$ cat src/hdl/bspp_pkg.sv
// ----------------------------------------------------------------------------
// bspp_pkg: shared types and constants of the boot sector partition parser
// Sector layout offsets, signature bytes, OEM name table and result types.
// ----------------------------------------------------------------------------
package bspp_pkg;

    localparam int MAX_PARTITIONS_DEFAULT = 4;
    localparam int QUEUE_DEPTH_DEFAULT    = 2;
    localparam int TABLE_ENTRIES          = 4;

    localparam logic [8:0] TABLE_BASE = 9'd446;
    localparam logic [8:0] TABLE_END  = 9'd510;
    localparam logic [8:0] SIG_FIRST  = 9'd510;
    localparam logic [8:0] SIG_SECOND = 9'd511;

    localparam logic [7:0] MARK_FIRST  = 8'h55;
    localparam logic [7:0] MARK_SECOND = 8'hAA;
    localparam logic [7:0] GPT_TYPE    = 8'hEE;

    localparam logic [3:0] FIELD_TYPE = 4'd4;
    localparam logic [1:0] LANE_START = 2'd2;
    localparam logic [1:0] LANE_COUNT = 2'd3;

    localparam int NAME_COUNT = 5;
    localparam int NAME_LEN   = 8;

    localparam logic [0:NAME_COUNT-1][63:0] NAME_TEXT = '{
        "EXFAT   ",
        "NTFS    ",
        "FAT32   ",
        "FAT16   ",
        "FAT12   "
    };

    localparam logic [0:NAME_COUNT-1][8:0] NAME_BASE = '{
        9'd3, 9'd3, 9'd82, 9'd54, 9'd54
    };

    localparam logic [2:0] FS_UNKNOWN = 3'd0;

    localparam logic KIND_ENTRY   = 1'b0;
    localparam logic KIND_SUMMARY = 1'b1;

    typedef struct packed {
        logic [31:0] count;
        logic [31:0] start;
        logic [7:0]  ptype;
    } entry_t;

    localparam int ENTRY_W = $bits(entry_t);

    typedef struct packed {
        logic        result_kind;
        logic [1:0]  entry_index;
        logic [7:0]  part_type;
        logic [31:0] start_lba;
        logic [31:0] sector_count;
        logic        signature_ok;
        logic [2:0]  fs_kind;
        logic        protective_gpt;
        logic [2:0]  partition_count;
        logic        last;
    } result_t;

    function automatic logic [7:0] name_char(input int k, input logic [2:0] i);
        logic [5:0] sh;
        sh = 6'(7 - int'(i)) << 3;
        return 8'(NAME_TEXT[k] >> sh);
    endfunction

endpackage

$ cat src/hdl/bspp_front.sv
// ----------------------------------------------------------------------------
// bspp_front: byte intake and classification
// Tracks the sector offset, OEM name matches, partition table entries and the
// signature, and pushes one sector job into the queue as it accepts byte 511.
// ----------------------------------------------------------------------------
module bspp_front #(
    parameter int MAX_PARTITIONS = bspp_pkg::MAX_PARTITIONS_DEFAULT,
    parameter int JOB_W          = 4 + MAX_PARTITIONS * bspp_pkg::ENTRY_W
) (
    input  logic             clk,
    input  logic             rst_n,
    input  logic             in_valid,
    output logic             in_ready,
    input  logic [7:0]       data_byte,
    input  logic             sector_start,
    input  logic             queue_full,
    output logic             push,
    output logic [JOB_W-1:0] push_data
);

    logic [8:0] offset_reg;
    logic [8:0] offset_next;
    logic [4:0] flags_reg;
    logic [4:0] flags_next;
    logic       marker_reg;
    logic       marker_next;

    bspp_pkg::entry_t [MAX_PARTITIONS-1:0] entry_reg;
    bspp_pkg::entry_t [MAX_PARTITIONS-1:0] entry_next;

    logic       accept;
    logic [8:0] off;
    logic [8:0] rel;
    logic [8:0] name_rel;
    logic       in_table;
    logic       sig;
    logic [2:0] fs;

    assign in_ready = !queue_full;
    assign accept   = in_valid && in_ready;
    assign off      = sector_start ? 9'd0 : offset_reg;
    assign rel      = off - bspp_pkg::TABLE_BASE;
    assign in_table = (off >= bspp_pkg::TABLE_BASE) && (off < bspp_pkg::TABLE_END);

    always_comb
    begin
        offset_next = offset_reg;
        flags_next  = flags_reg;
        marker_next = marker_reg;
        entry_next  = entry_reg;
        name_rel    = '0;
        if (accept)
        begin
            offset_next = off + 9'd1;
            if (off == 9'd0)
            begin
                flags_next  = '1;
                marker_next = 1'b0;
            end
            for (int k = 0; k < bspp_pkg::NAME_COUNT; k++)
            begin
                name_rel = off - bspp_pkg::NAME_BASE[k];
                if ((off >= bspp_pkg::NAME_BASE[k]) && (name_rel < 9'(bspp_pkg::NAME_LEN))
                    && (data_byte != bspp_pkg::name_char(k, name_rel[2:0])))
                begin
                    flags_next[k] = 1'b0;
                end
            end
            if (in_table)
            begin
                for (int j = 0; j < MAX_PARTITIONS; j++)
                begin
                    if (rel[5:4] == 2'(j))
                    begin
                        if (rel[3:0] == bspp_pkg::FIELD_TYPE)
                        begin
                            entry_next[j].ptype = data_byte;
                        end
                        for (int l = 0; l < 4; l++)
                        begin
                            if ((rel[3:2] == bspp_pkg::LANE_START) && (rel[1:0] == 2'(l)))
                            begin
                                entry_next[j].start[8*l +: 8] = data_byte;
                            end
                            if ((rel[3:2] == bspp_pkg::LANE_COUNT) && (rel[1:0] == 2'(l)))
                            begin
                                entry_next[j].count[8*l +: 8] = data_byte;
                            end
                        end
                    end
                end
            end
            if (off == bspp_pkg::SIG_FIRST)
            begin
                marker_next = (data_byte == bspp_pkg::MARK_FIRST);
            end
        end
    end

    always_comb
    begin
        fs = bspp_pkg::FS_UNKNOWN;
        for (int k = bspp_pkg::NAME_COUNT - 1; k >= 0; k--)
        begin
            if (flags_next[k])
            begin
                fs = 3'(k + 1);
            end
        end
    end

    assign sig       = marker_reg && (data_byte == bspp_pkg::MARK_SECOND);
    assign push      = accept && (off == bspp_pkg::SIG_SECOND);
    assign push_data = {entry_reg, sig, fs};

    always_ff @(posedge clk or negedge rst_n)
    begin
        if (!rst_n)
        begin
            offset_reg <= '0;
            flags_reg  <= '1;
            marker_reg <= 1'b0;
        end
        else
        begin
            offset_reg <= offset_next;
            flags_reg  <= flags_next;
            marker_reg <= marker_next;
        end
    end

    always_ff @(posedge clk)
    begin
        entry_reg <= entry_next;
    end

endmodule

$ cat src/hdl/bspp_queue.sv
// ----------------------------------------------------------------------------
// bspp_queue: sector job queue
// Short first-in first-out store between the byte front and the result back.
// ----------------------------------------------------------------------------
module bspp_queue #(
    parameter int WIDTH = 8,
    parameter int DEPTH = bspp_pkg::QUEUE_DEPTH_DEFAULT
) (
    input  logic             clk,
    input  logic             rst_n,
    input  logic             push,
    input  logic [WIDTH-1:0] push_data,
    input  logic             pop,
    output logic [WIDTH-1:0] head_data,
    output logic             empty,
    output logic             full
);

    localparam int PW = (DEPTH > 1) ? $clog2(DEPTH) : 1;
    localparam int CW = $clog2(DEPTH + 1);

    logic [WIDTH-1:0] mem_reg [DEPTH];
    logic [PW-1:0]    wr_ptr_reg;
    logic [PW-1:0]    rd_ptr_reg;
    logic [CW-1:0]    count_reg;
    logic             do_push;
    logic             do_pop;

    assign empty     = (count_reg == '0);
    assign full      = (count_reg == CW'(DEPTH));
    assign do_push   = push && !full;
    assign do_pop    = pop && !empty;
    assign head_data = mem_reg[rd_ptr_reg];

    always_ff @(posedge clk or negedge rst_n)
    begin
        if (!rst_n)
        begin
            wr_ptr_reg <= '0;
            rd_ptr_reg <= '0;
            count_reg  <= '0;
        end
        else
        begin
            if (do_push)
            begin
                wr_ptr_reg <= (wr_ptr_reg == PW'(DEPTH - 1)) ? '0 : wr_ptr_reg + 1'b1;
            end
            if (do_pop)
            begin
                rd_ptr_reg <= (rd_ptr_reg == PW'(DEPTH - 1)) ? '0 : rd_ptr_reg + 1'b1;
            end
            if (do_push && !do_pop)
            begin
                count_reg <= count_reg + 1'b1;
            end
            else if (do_pop && !do_push)
            begin
                count_reg <= count_reg - 1'b1;
            end
        end
    end

    always_ff @(posedge clk)
    begin
        if (do_push)
        begin
            mem_reg[wr_ptr_reg] <= push_data;
        end
    end

endmodule

$ cat src/hdl/bspp_back.sv
// ----------------------------------------------------------------------------
// bspp_back: result sequencer
// Walks the entries of the head sector job, emits one result per present
// entry, then the sector summary, through a registered output stage.
// ----------------------------------------------------------------------------
module bspp_back #(
    parameter int MAX_PARTITIONS = bspp_pkg::MAX_PARTITIONS_DEFAULT,
    parameter int JOB_W          = 4 + MAX_PARTITIONS * bspp_pkg::ENTRY_W
) (
    input  logic               clk,
    input  logic               rst_n,
    input  logic [JOB_W-1:0]   head_data,
    input  logic               queue_empty,
    output logic               pop,
    output logic               out_valid,
    input  logic               out_ready,
    output bspp_pkg::result_t  result,
    output logic [$clog2(MAX_PARTITIONS+1)-1:0] scan
);

    localparam int SCAN_W = $clog2(MAX_PARTITIONS + 1);

    logic [SCAN_W-1:0]  scan_reg;
    logic [2:0]         dense_reg;
    logic               gpt_reg;
    logic               valid_reg;
    logic               valid_next;
    bspp_pkg::result_t  result_reg;
    bspp_pkg::result_t  result_next;

    logic               slot_free;
    logic               step;
    logic               at_summary;
    logic               head_sig;
    logic [2:0]         head_fs;
    bspp_pkg::entry_t   sel;
    logic               present;

    assign slot_free  = !valid_reg || out_ready;
    assign step       = slot_free && !queue_empty;
    assign at_summary = (scan_reg == SCAN_W'(MAX_PARTITIONS));
    assign head_fs    = head_data[2:0];
    assign head_sig   = head_data[3];
    assign pop        = step && at_summary;

    always_comb
    begin
        sel = '0;
        for (int j = 0; j < MAX_PARTITIONS; j++)
        begin
            if (scan_reg == SCAN_W'(j))
            begin
                sel = head_data[4 + j*bspp_pkg::ENTRY_W +: bspp_pkg::ENTRY_W];
            end
        end
    end

    assign present = head_sig && (sel.ptype != '0) && (sel.count != '0);

    always_comb
    begin
        valid_next = valid_reg && !out_ready;
        if (step && (at_summary || present))
        begin
            valid_next = 1'b1;
        end
    end

    always_comb
    begin
        result_next = '0;
        if (at_summary)
        begin
            result_next.result_kind     = bspp_pkg::KIND_SUMMARY;
            result_next.signature_ok    = head_sig;
            result_next.fs_kind         = head_fs;
            result_next.protective_gpt  = gpt_reg;
            result_next.partition_count = dense_reg;
            result_next.last            = 1'b1;
        end
        else
        begin
            result_next.result_kind  = bspp_pkg::KIND_ENTRY;
            result_next.entry_index  = dense_reg[1:0];
            result_next.part_type    = sel.ptype;
            result_next.start_lba    = sel.start;
            result_next.sector_count = sel.count;
            result_next.signature_ok = 1'b1;
        end
    end

    always_ff @(posedge clk or negedge rst_n)
    begin
        if (!rst_n)
        begin
            scan_reg  <= '0;
            dense_reg <= '0;
            gpt_reg   <= 1'b0;
            valid_reg <= 1'b0;
        end
        else
        begin
            valid_reg <= valid_next;
            if (step)
            begin
                if (at_summary)
                begin
                    scan_reg  <= '0;
                    dense_reg <= '0;
                    gpt_reg   <= 1'b0;
                end
                else
                begin
                    scan_reg <= scan_reg + 1'b1;
                    if (present)
                    begin
                        dense_reg <= dense_reg + 3'd1;
                        if (sel.ptype == bspp_pkg::GPT_TYPE)
                        begin
                            gpt_reg <= 1'b1;
                        end
                    end
                end
            end
        end
    end

    always_ff @(posedge clk)
    begin
        if (step)
        begin
            result_reg <= result_next;
        end
    end

    assign out_valid = valid_reg;
    assign result    = result_reg;
    assign scan      = scan_reg;

endmodule

$ cat src/hdl/boot_sector_partition_parser_core.sv
// ----------------------------------------------------------------------------
// boot_sector_partition_parser_core: boot sector partition table parser
// Parses a 512-byte sector streamed one byte per transfer and reports the
// present partition entries and a sector summary.
// ----------------------------------------------------------------------------
// The block takes one sector byte per cycle, in order from offset 0; a high
// s_tuser marks offset 0 and restarts the count. After byte 511 the sector's
// entries, signature and filesystem kind move into a two-deep job queue, and
// the back end takes one step per table entry and one for the summary on
// each job, emitting one result per present entry and then the summary with
// m_tlast high. Input stalls only while the job queue is full, so a
// sustained stream runs at one byte per cycle.
module boot_sector_partition_parser_core #(
    parameter int MAX_PARTITIONS = bspp_pkg::MAX_PARTITIONS_DEFAULT,
    parameter int QUEUE_DEPTH    = bspp_pkg::QUEUE_DEPTH_DEFAULT
) (
    input  logic        clk,
    input  logic        rst_n,
    input  logic        s_tvalid,
    output logic        s_tready,
    input  logic [7:0]  s_tdata,   // [7:0] data_byte
    input  logic        s_tuser,   // [0] sector_start
    output logic        m_tvalid,
    input  logic        m_tready,
    output logic [87:0] m_tdata,   // entry_index, part_type, start_lba, sector_count,
                                   // signature_ok, fs_kind, protective_gpt,
                                   // partition_count, zero pad
    output logic        m_tuser,   // [0] result_kind
    output logic        m_tlast
);

    localparam int JOB_W  = 4 + MAX_PARTITIONS * bspp_pkg::ENTRY_W;
    localparam int SCAN_W = $clog2(MAX_PARTITIONS + 1);

    logic               push;
    logic [JOB_W-1:0]   push_data;
    logic               pop;
    logic [JOB_W-1:0]   head_data;
    logic               queue_empty;
    logic               queue_full;
    bspp_pkg::result_t  result;
    logic [SCAN_W-1:0]  scan;

    bspp_front #(
        .MAX_PARTITIONS (MAX_PARTITIONS),
        .JOB_W          (JOB_W)
    ) u_front (
        .clk          (clk),
        .rst_n        (rst_n),
        .in_valid     (s_tvalid),
        .in_ready     (s_tready),
        .data_byte    (s_tdata),
        .sector_start (s_tuser),
        .queue_full   (queue_full),
        .push         (push),
        .push_data    (push_data)
    );

    bspp_queue #(
        .WIDTH (JOB_W),
        .DEPTH (QUEUE_DEPTH)
    ) u_queue (
        .clk       (clk),
        .rst_n     (rst_n),
        .push      (push),
        .push_data (push_data),
        .pop       (pop),
        .head_data (head_data),
        .empty     (queue_empty),
        .full      (queue_full)
    );

    bspp_back #(
        .MAX_PARTITIONS (MAX_PARTITIONS),
        .JOB_W          (JOB_W)
    ) u_back (
        .clk         (clk),
        .rst_n       (rst_n),
        .head_data   (head_data),
        .queue_empty (queue_empty),
        .pop         (pop),
        .out_valid   (m_tvalid),
        .out_ready   (m_tready),
        .result      (result),
        .scan        (scan)
    );

    assign m_tdata = {6'd0,
                      result.partition_count,
                      result.protective_gpt,
                      result.fs_kind,
                      result.signature_ok,
                      result.sector_count,
                      result.start_lba,
                      result.part_type,
                      result.entry_index};
    assign m_tuser = result.result_kind;
    assign m_tlast = result.last;

    a_entry_needs_signature: assert property (@(posedge clk) disable iff (!rst_n)
        m_tvalid && (result.result_kind == bspp_pkg::KIND_ENTRY)
        |-> result.signature_ok && !result.last)
        else $error("entry result without signature or with last set");

    a_summary_count_bound: assert property (@(posedge clk) disable iff (!rst_n)
        m_tvalid && (result.result_kind == bspp_pkg::KIND_SUMMARY)
        |-> result.last && (result.partition_count <= 3'(MAX_PARTITIONS)))
        else $error("summary without last or with too many partitions");

    a_no_sig_no_parts: assert property (@(posedge clk) disable iff (!rst_n)
        m_tvalid && (result.result_kind == bspp_pkg::KIND_SUMMARY) && !result.signature_ok
        |-> (result.partition_count == 3'd0) && !result.protective_gpt)
        else $error("partitions reported without signature");

    a_scan_bound: assert property (@(posedge clk) disable iff (!rst_n)
        scan <= SCAN_W'(MAX_PARTITIONS))
        else $error("entry scan past table end");

    a_queue_no_overflow: assert property (@(posedge clk) disable iff (!rst_n)
        push |-> !queue_full)
        else $error("job pushed into full queue");

endmodule
$ cat config.mk
export PLATFORM = sky130hd
export DESIGN_NAME = boot_sector_partition_parser_core
export DESIGN_NICKNAME = d
export VERILOG_FILES = /design/src/hdl/bspp_pkg.sv /design/src/hdl/bspp_front.sv /design/src/hdl/bspp_queue.sv /design/src/hdl/bspp_back.sv /design/src/hdl/boot_sector_partition_parser_core.sv
export SDC_FILE = /design/constraint.sdc
export NUM_CORES = 1
export LEC_CHECK = 0
export BUFFER_PORTS_ARGS = -buffer_cell sky130_fd_sc_hd__buf_2
export CAP_MARGIN = 20
export CORE_MARGIN = 5
export CORE_UTILIZATION = 25
export DETAILED_ROUTE_END_ITERATION = 8
export REMOVE_ABC_BUFFERS = 1
export SYNTH_ARGS = -nofsm -noshare
export SYNTH_HDL_FRONTEND = slang
export SYNTH_SLANG_ARGS = --single-unit
$ cat constraint.sdc
create_clock -name clk -period 18.3 [get_ports clk]
set_input_delay 5.49 -clock clk [delete_from_list [all_inputs] [get_ports clk]]
set_output_delay 5.49 -clock clk [all_outputs]
set_load 0.02 [all_outputs]
==> results.md, run 1 <==
- Placer Congestion: approximately 0.77
- Max Cap Violations: 0
- Cell Pwr Density: 148 nW/µm²
- Share of cells above drive strength 1: 0.136
- Outcome: finished, final reports clean
- Layout net count: 2203
- Antenna-violating nets left: 0
- Clock Latency Late Sink: 0.65 ns
- GRT Max-Usage Layer: met2
- Syn_area_per_cell: about 18 µm²
- Vias: 18100
- Number of flops mapped to enable cells by yosys: 955
- Classification of the worst setup path: input pin to flip-flop
- Crit path cell chain: buf_2 > nand2b_1 > inv_1 > ha_1 > nand3_1 > nor2_1 > ha_1 > and3_4 > buf_4 > buf_4 > buf_4
- Die area: 154000 µm²
- FF+latch count, synth: 982
- M3 GR Usage: 0.0170
- Worst R2R Setup Slack: 12.50 ns
- Pre-antenna DRT Iters: 5
- Std cell rows: 140
- Sequential fraction of the synthesis area: 0.801
- DIE HEIGHT: 393 µm
- Worst Hold Launch: u_front.push_data[83]
- Total power: 6260 µW
- Static leakage: 0.0141 µW
- Max Freq: 0.0949 GHz
- CTS tree: yes
- Critical path required time: 18.56 ns
- Crit path top cell by count: buf_4
- Arr. time, crit path: 10.79 ns
- Largest net degree at the start of global routing: slightly below 70
- CTS Hold Bufs: 0
- Initial Util: 0.252
- Max IR drop VDD: 0.0854 mV
- Slew at the pin closest to its max-slew limit: approximately 1.1 ns
- Final period utilization: 0.576
- CTS Sinks: 982
- Distinct cells, synth: 59
- Port bufs: 98
- Die W: 393 µm
- CTS Buf Count: between 90 and 100
- Hold EP: u_queue.mem_reg[1][83]
- Number of global-route vias before repair: 18300
- RR Endpoint: u_queue.mem_reg[1][127]
- Core area: 146000 µm²
- Worst rel slew slack: 0.263
- Final Skew: 0.0234 ns
- Max clock buf depth: 3
- IO Count: 105
- CP max stage delay: 0.86 ns
- Clock transition at the registers of the reported paths: 0.06 ns
- Starting DRT DRC Count: 1312
- Initial antenna violation count: 4
- HP Class: flip-flop to flip-flop
- Max stage delay cell, worst path: buf_4
- Met2 Track Usage GR: 0.169
- Ys flop type: edfxtp_1
- Endpoint class of the critical path: flip-flop
- Register-to-Register Path Depth: 10
- Via density per instance: 4.33
- DRC: 0
- Startpoint types: input pin
- GR Overflow Total: 0
- Worst Path Max Fanout: 65
- Final Hold Violating Endpoints: 0
- Max FFs per register: 584
- CTS Root Cell: clkbuf_16
- Asr flop ratio synth: 0.0275
- Routed wire per std cell: 19.4 µm
- Hold path depth: 0
- Final HPWL DP: 46800 µm
- Synthesis-to-layout area growth: 15.8%
- Setup bufs post-CTS: 0
- H-tree levels: 3
- Overall global routing resource usage: 0.103
- Final setup fails: 0
- CTS resizes: 0
- Utilization after layout: 0.291
- Final wirelength: between 80000 and 90000 µm
- Unrepaired setup endpoints after global routing: false
- Syn. warnings: 0
- Reg-to-reg startpoint: u_front.offset_reg[1]
- First-pass GRT wire length: 120000 µm
- Max Slew Vio Count: 0
- Grt met1 use: 0.140
- Fin crit period: 10.54 ns
- Synthesized area: between 30000 and 40000 µm²
- Syn Inst Count: 2050
- Setup TNS: 0 ns
layout make-up:
class	count	area (µm²)
Multi-Input combinational cell	938	6730
Fill cell	14400	103000
Timing Repair Buffer	131	738
Antenna cell	2	5.00
Sequential cell	982	29400
Inverter	20	78.8
Clock buffer	118	2540
Tap cell	1917	2400
Clock inverter	63	599
through the flow:
step	hold slack (ns)	cell area, µm²	cells	worst slack, ns
after floorplan	0.421	36100	1940	-1.55
after global placement	0.422	39300	3987	7.09
after detailed placement	0.429	39300	3988	7.09
after CTS	0.428	42400	4169	7.78
after global routing	0.437	42400	4169	7.46
final	0.431	42500	4171	7.76
report_power, final:
group / internal, µW / total, µW / switching (µW)
Sequential: 2630 / 2730 / 92.5
Combinational: 517 / 1590 / 1080
Clock: 1110 / 1940 / 835
Total: 4260 / 6260 / 2000
cells by family after synthesis:
| family | synth area share |
|---|---|
| xor+xnor | 0.00597 |
| compound gates | 0.0478 |
| flops | 0.801 |
| buf+inv | 0.0180 |
| mux | 0.0820 |
| other cells | 0.000102 |
| simple gates | 0.0385 |
| fa+ha+maj | 0.00716 |
synthesized netlist by cell type, drive strengths merged (19+ instances only):
cell type,number,area share
mux2i,298,0.081
ha,21,0.0072
o22ai,77,0.013
nand2,37,0.0038
clkbuf,51,0.0052
edfxtp,955,0.78
buf,64,0.011
nor2,171,0.018
o21ai,61,0.0083
a21oi,47,0.0065
inv,19,0.0019
a211oi,35,0.0072
a22oi,41,0.0084
dfrtp,22,0.015
critical path, delay by kind of cell:
| family | cells | cell delay, ns |
|---|---|---|
| adders and majority gates | 2 | 0.69 |
| buffers and inverters | 5 | 3.06 |
| and+or+nand+nor | 4 | 1.40 |
placed cells by master, fill, tap and decap left out, types with 17 or more instances in the layout:
cell / count
buf_4: 33
a21oi_1: 45
a22oi_1: 41
dfrtp_1: 21
edfxtp_1: 955
clkbuf_16: 98
a211oi_1: 35
clkinv_2: 22
clkbuf_1: 19
o22ai_1: 77
o21ai_0: 51
nor2_1: 170
mux2i_1: 298
buf_2: 98
nand2_1: 37
nand4_1: 17
ha_1: 20
per-layer routing:
metal / wire, µm / share of wire / up-vias
met5: 13 / 0.00016 / -
met4: 1650 / 0.020 / 2
met3: 4200 / 0.052 / 105
met2: 39000 / 0.48 / 486
met1: 36200 / 0.45 / 9250
li1: - / - / 8230
worst max path at each step:
| stage | slack (ns) | start | depth (start not counted) | endpoint |
|---|---|---|---|---|
| floorplan | -1.55 | s_tuser | 8 | u_queue.mem_reg[0][0] |
| global placement | 7.09 | s_tuser | 11 | u_queue.mem_reg[1][172] |
| detailed placement | 7.09 | s_tuser | 11 | u_queue.mem_reg[1][172] |
| CTS | 7.78 | s_tuser | 11 | u_queue.mem_reg[1][127] |
| global route | 7.46 | s_tuser | 11 | u_queue.mem_reg[1][271] |
| finish | 7.76 | s_tuser | 11 | u_queue.mem_reg[1][127] |
(Power assumes the default switching activity.)
==> run 2: changes to the inputs <==
Clock period 18.3 ns to 9.9 ns, I/O delays scaled along.
==> run 2 against run 1 <==
Net effect:
- critical path type unchanged
- register-to-register slack lost 7.6 ns
- core utilization about the same
- worst hold slack improved by 0.010 ns
- highest routed layer unchanged
==> results.md, run 2 (same netlist as run 1, synthesis figures left out) <==
- CP max stage delay: 0.69 ns
- Pre-antenna DRT Iters: 5
- CTS Hold Bufs: 0
- CTS resizes: 0
- Outcome: finished, final reports clean
- Fraction of power consumed by the clock network: 0.309
- DIE HEIGHT: 393 µm
- Synthesis-to-layout area growth: 15.7%
- Share of cells above drive strength 1: 0.131
- Switch share: 0.318
- Total power: about 12000 µW
- Static leakage: approximately 0.014 µW
- Final setup fails: 0
- Layout fillers: 14300
- Routed wire per std cell: 19.9 µm
- H-tree levels: 3
- Fin crit period: 6.33 ns
- Die W: 393 µm
- Max Freq: 0.158 GHz
- Placer Congestion: 0.779
- Setup TNS: 0 ns
- Cell Pwr Density: 272 nW/µm²
- Classification of the worst setup path: input pin to flip-flop
- Crit path top cell by count: ha_1
- Startpoint types: input pin
- Place WS: 2.91 ns
- Core area: between 100000 and 150000 µm²
- Clock Latency Late Sink: 0.65 ns
- Bufs and invs on worst path: 3
- Max stage delay cell, worst path: nor2_4
- CTS Sinks: 982
- Max Cap Violations: 0
- Port bufs: 98
- Internal power: 7890 µW
- Top delay family on crit path: simple AND/OR/NAND/NOR gates
- Final period utilization: 0.639
- Number of global-route vias before repair: 18100
- Die area: 154000 µm²
- Worst Path Max Fanout: 127
- Initial antenna violation count: 5
- Final Hold Violating Endpoints: 0
- Most common cell after layout, fill and taps aside: edfxtp_1
- Unrepaired setup endpoints after global routing: false
- Std cell rows: 140
- Final Skew: 0.0280 ns
- CTS tree: yes
- Final wirelength: just over 80000 µm
- Comb pwr share: 0.255
- DRC: 0
- Max IR drop VDD: 0.191 mV
- Antenna-violating nets left: 0
- HP Class: flip-flop to flip-flop
- Flop pwr share: 0.436
- Crit path cell chain: buf_2 > nand2b_1 > inv_1 > ha_1 > nand3_1 > nor2_1 > ha_1 > nand2_1 > nor2_4 > buf_12
- IO Count: between 100 and 150
- Slew at the pin closest to its max-slew limit: 1.11 ns
- Starting DRT DRC Count: ~1500
- CTS Root Cell: clkbuf_16
- Max Slew Vio Count: 0
- Via density per instance: 4.32
- Net Sw Power: 3670 µW
- Clock transition at the registers of the reported paths: around 0.060 ns
- Setup ws final: 3.57 ns
- Overall global routing resource usage: 0.104
- First-pass GRT wire length: roughly 120000 µm
- Worst rel slew slack: 0.258
- CTS Buf Count: 95
- Setup bufs post-CTS: 0
- Final HPWL DP: approximately 48000 µm
- Largest net degree at the start of global routing: 155
- Arr. time, crit path: 6.59 ns
- GR Overflow Total: 0
- Layout net count: 2200
- Endpoint class of the critical path: flip-flop
- Max clock buf depth: 3
- Max FFs per register: 584
- Critical path required time: 10.17 ns
- Hold WS: 0.441 ns
- Initial Util: 0.252
- Vias: 18000
- Most frequent cells in the layout: edfxtp_1 (955), mux2i_1 (298), nor2_1 (170)
[run 2: changes by cell type in the layout (fill, tap and decap cells not counted)]
cell / delta
clkinvlp_4: -5
clkinv_4: -4
clkinv_1: +7
buf_4: -5
clkinv_8: -1
buf_12: +3
inv_6: +1
inv_16: -2
clkbuf_1: -4
bufinv_16: +2
clkinv_2: -2
[run 2: power by group through the flow]
stage          Sequential, µW  Clock [µW]  Combinational (µW)
6_report                 5040        3580                2940
5_1_grt                  5070        3830                3190
4_1_cts                  5050        3650                3010
3_5_place_dp             5140           0                3010
3_3_place_gp             5140           0                2980
2_1_floorplan            5500           0                2030
[run 2: layer usage]
metal / vias up / wire [µm] / global-route usage
li1: 8218 / - / -
met1: 9203 / 36500 / 0.139
met2: 466 / 40100 / 0.173
met3: 103 / 4080 / 0.0187
met4: 2 / 1900 / 0.0325
met5: - / 13 / 0
[run 2: worst register-to-register path, delay by kind of cell, from the launching register on]
family | cells | cell delay (ns)
compound gates | 3 | 1.07
fa+ha+maj | 1 | 0.29
flops | 1 | 0.38
simple gates | 4 | 2.50
buf+inv | 2 | 0.66
[run 2: final timing paths]
| path | start | end | slack [ns] | cells after the start |
|---|---|---|---|---|
| worst max-delay path | s_tuser | u_queue.mem_reg[0][178] | 3.57 | 10 |
| worst min-delay path | u_front.push_data[276] | u_queue.mem_reg[1][276] | 0.44 | 0 |
| worst max register to register | u_back.scan[0] | u_back.out_valid | 4.88 | 10 |
| worst min register to register | u_front.push_data[276] | u_queue.mem_reg[1][276] | 0.44 | 0 |
| max in group asynchronous | rst_n | u_queue.rd_ptr_reg | 7.05 | 1 |
| min in group asynchronous | rst_n | u_back.out_valid | 2.35 | 1 |
[run 2: area by class of cell]
| class | instances | area, µm² | area share |
|---|---|---|---|
| antenna | 2 | 5.00 | 0.000118 |
| clock buffer | 114 | 2520 | 0.0595 |
| clock inverter | 59 | 556 | 0.0131 |
| inverter | 20 | 78.8 | 0.00186 |
| multi-input combinational | 938 | 6730 | 0.159 |
| sequential | 982 | 29400 | 0.692 |
| tap | 1917 | 2400 | 0.0565 |
| timing repair buffer | 129 | 761 | 0.0179 |
[run 2: through the flow]
stage               cells  utilization  cell area [µm²]
global placement     3985        0.270            39300
global route         4159        0.291            42400
detailed placement   3986        0.270            39300
floorplan            1940            -            36100
CTS                  4159        0.291            42400
finish               4161        0.291            42400
==> run 3: changes to the inputs <==
Clock period 9.9 ns to 5.14 ns, I/O delays scaled along.
==> run 3 against run 2 <==
Net effect:
- sequential cell count is the same
- register-to-register slack worse by 3.9 ns
- global-route usage is 0.12 points higher
- combinational power increased by 95%
- sequential power grew 92%
- clock-buffer cell count is 3 lower
- critical endpoint is now u_back.out_valid
==> results.md, run 3 (same netlist as run 1, synthesis figures left out) <==
- Most frequent cells in the layout: edfxtp_1 (955), mux2i_1 (298), nor2_1 (170)
- DIE HEIGHT: slightly below 400 µm
- Placer Congestion: a little under 0.8
- Post-Layout Cell Count: 4237
- Via density per instance: 4.32
- Clock transition at the registers of the reported paths: 0.06 ns
- Core area: 146000 µm²
- Final instance area: 43200 µm²
- Endpoint class of the critical path: flip-flop
- Synthesis-to-layout area growth: 17.9%
- Static leakage: 0.0146 µW
- Hold path depth: 0
- Cell Pwr Density: 520 nW/µm²
- CTS Sinks: 982
- CTS tree: yes
- Share of cells above drive strength 1: 0.158
- Startpoint types: flip-flop
- Worst rel slew slack: 0.212
- Final period utilization: 0.802
- Pre-antenna DRT Iters: 5
- DP Area: 40000 µm²
- IO Count: 105
- Unrepaired setup endpoints after global routing: false
- H-tree levels: 3
- First-pass GRT wire length: 122000 µm
- Critical path required time: 5.68 ns
- Place WS: 0.529 ns
- Initial Util: 0.252
- Max Cap Violations: 0
- Classification of the worst setup path: flip-flop to flip-flop
- Largest net degree at the start of global routing: 101
- CTS Buf Count: 98
- Worst Path Max Fanout: 21
- Worst R2R Setup Slack: 1.02 ns
- Die area: between 150000 and 200000 µm²
- Max Slew Vio Count: 0
- Initial antenna violation count: 6
- Setup ws final: 1.02 ns
- Final wirelength: 83000 µm
- Max FFs per register: 584
- Starting DRT DRC Count: 1631
- Die W: approximately 390 µm
- Outcome: finished, final reports clean
- Max IR drop VDD: 0.390 mV
- Final HPWL DP: ~50000 µm
- DRC: 0
- CTS Root Cell: clkbuf_16
- Slew at the pin closest to its max-slew limit: 1.18 ns
- Final Skew: 0.0242 ns
- Final setup fails: 0
- Routed wire per std cell: between 15 and 20 µm
- Max Freq: 0.243 GHz
- Number of global-route vias before repair: 18700
- Antenna-violating nets left: 0
- Layout fillers: 14300
- Arr. time, crit path: 4.67 ns
- Std cell rows: 140
- Fin crit period: 4.12 ns
- Port bufs: 98
- Register-to-Register Path Depth: 9
- Most common cell after layout, fill and taps aside: edfxtp_1
- Setup bufs post-CTS: 0
- Max clock buf depth: 3
- Vias: 18300
- Overall global routing resource usage: 0.105
- Clock Latency Late Sink: ~0.66 ns
- GR Overflow Total: 0
- Utilization after layout: 0.297
- CTS Hold Bufs: 0
- Final Hold Violating Endpoints: 0
- Layout net count: 2271
- DP Cell Count: roughly 4100
- CTS resizes: 0
- HP Class: flip-flop to flip-flop
run 3: routing by layer:
layer  wire length [µm]  GRT usage
met4               1710     0.0307
met5                  0          0
met3               4150     0.0170
met2              40800      0.178
met1              36300      0.140
run 3: worst max-delay path: stages, from the launching register on:
cell     delay (ns)
dfrtp_1        0.65
inv_1          0.17
ha_4           0.29
or2_2          0.56
o21ai_0        0.98
nand4_1        0.28
nor4_2         0.39
buf_4          0.21
a21oi_2        0.11
or3_1          0.33
run 3: worst paths after layout:
kind / start / end
worst min-delay path: u_front.push_data[214] / u_queue.mem_reg[1][214]
worst max-delay path: u_back.scan[2] / u_back.out_valid
min in group asynchronous: rst_n / u_back.out_valid
worst min register to register: u_front.push_data[214] / u_queue.mem_reg[1][214]
max in group asynchronous: rst_n / u_queue.rd_ptr_reg
worst max register to register: u_back.scan[2] / u_back.out_valid
run 3: report_power, final:
| group | total [µW] | internal, µW | leakage [µW] | switching [µW] |
|---|---|---|---|---|
| sequential | 9690 | 9370 | 0.00900 | 313 |
| clock | 7050 | 4050 | 0.00157 | 3000 |
| combinational | 5720 | 1880 | 0.00398 | 3850 |
| total | 22500 | 15300 | 0.0146 | 7160 |
run 3: per-stage QoR:
step / hold WS [ns] / total power [µW] / TNS (ns)
after global placement: 0.422 / 15700 / 0
after global routing: 0.438 / 23500 / 0
after detailed placement: 0.429 / 15700 / 0
after CTS: 0.426 / 22800 / 0
after floorplan: 0.421 / 13400 / -5020.29
final: 0.427 / 22500 / 0
run 3: layout make-up:
| class | instances | area [µm²] | area share |
|---|---|---|---|
| Antenna cell | 2 | 5.00 | 0.000116 |
| Tap cell | 1917 | 2400 | 0.0555 |
| Clock inverter | 70 | 678 | 0.0157 |
| Multi-Input combinational cell | 938 | 6720 | 0.156 |
| Inverter | 20 | 78.8 | 0.00182 |
| Timing Repair Buffer | 197 | 1460 | 0.0337 |
| Clock buffer | 111 | 2520 | 0.0584 |
| Sequential cell | 982 | 29400 | 0.679 |
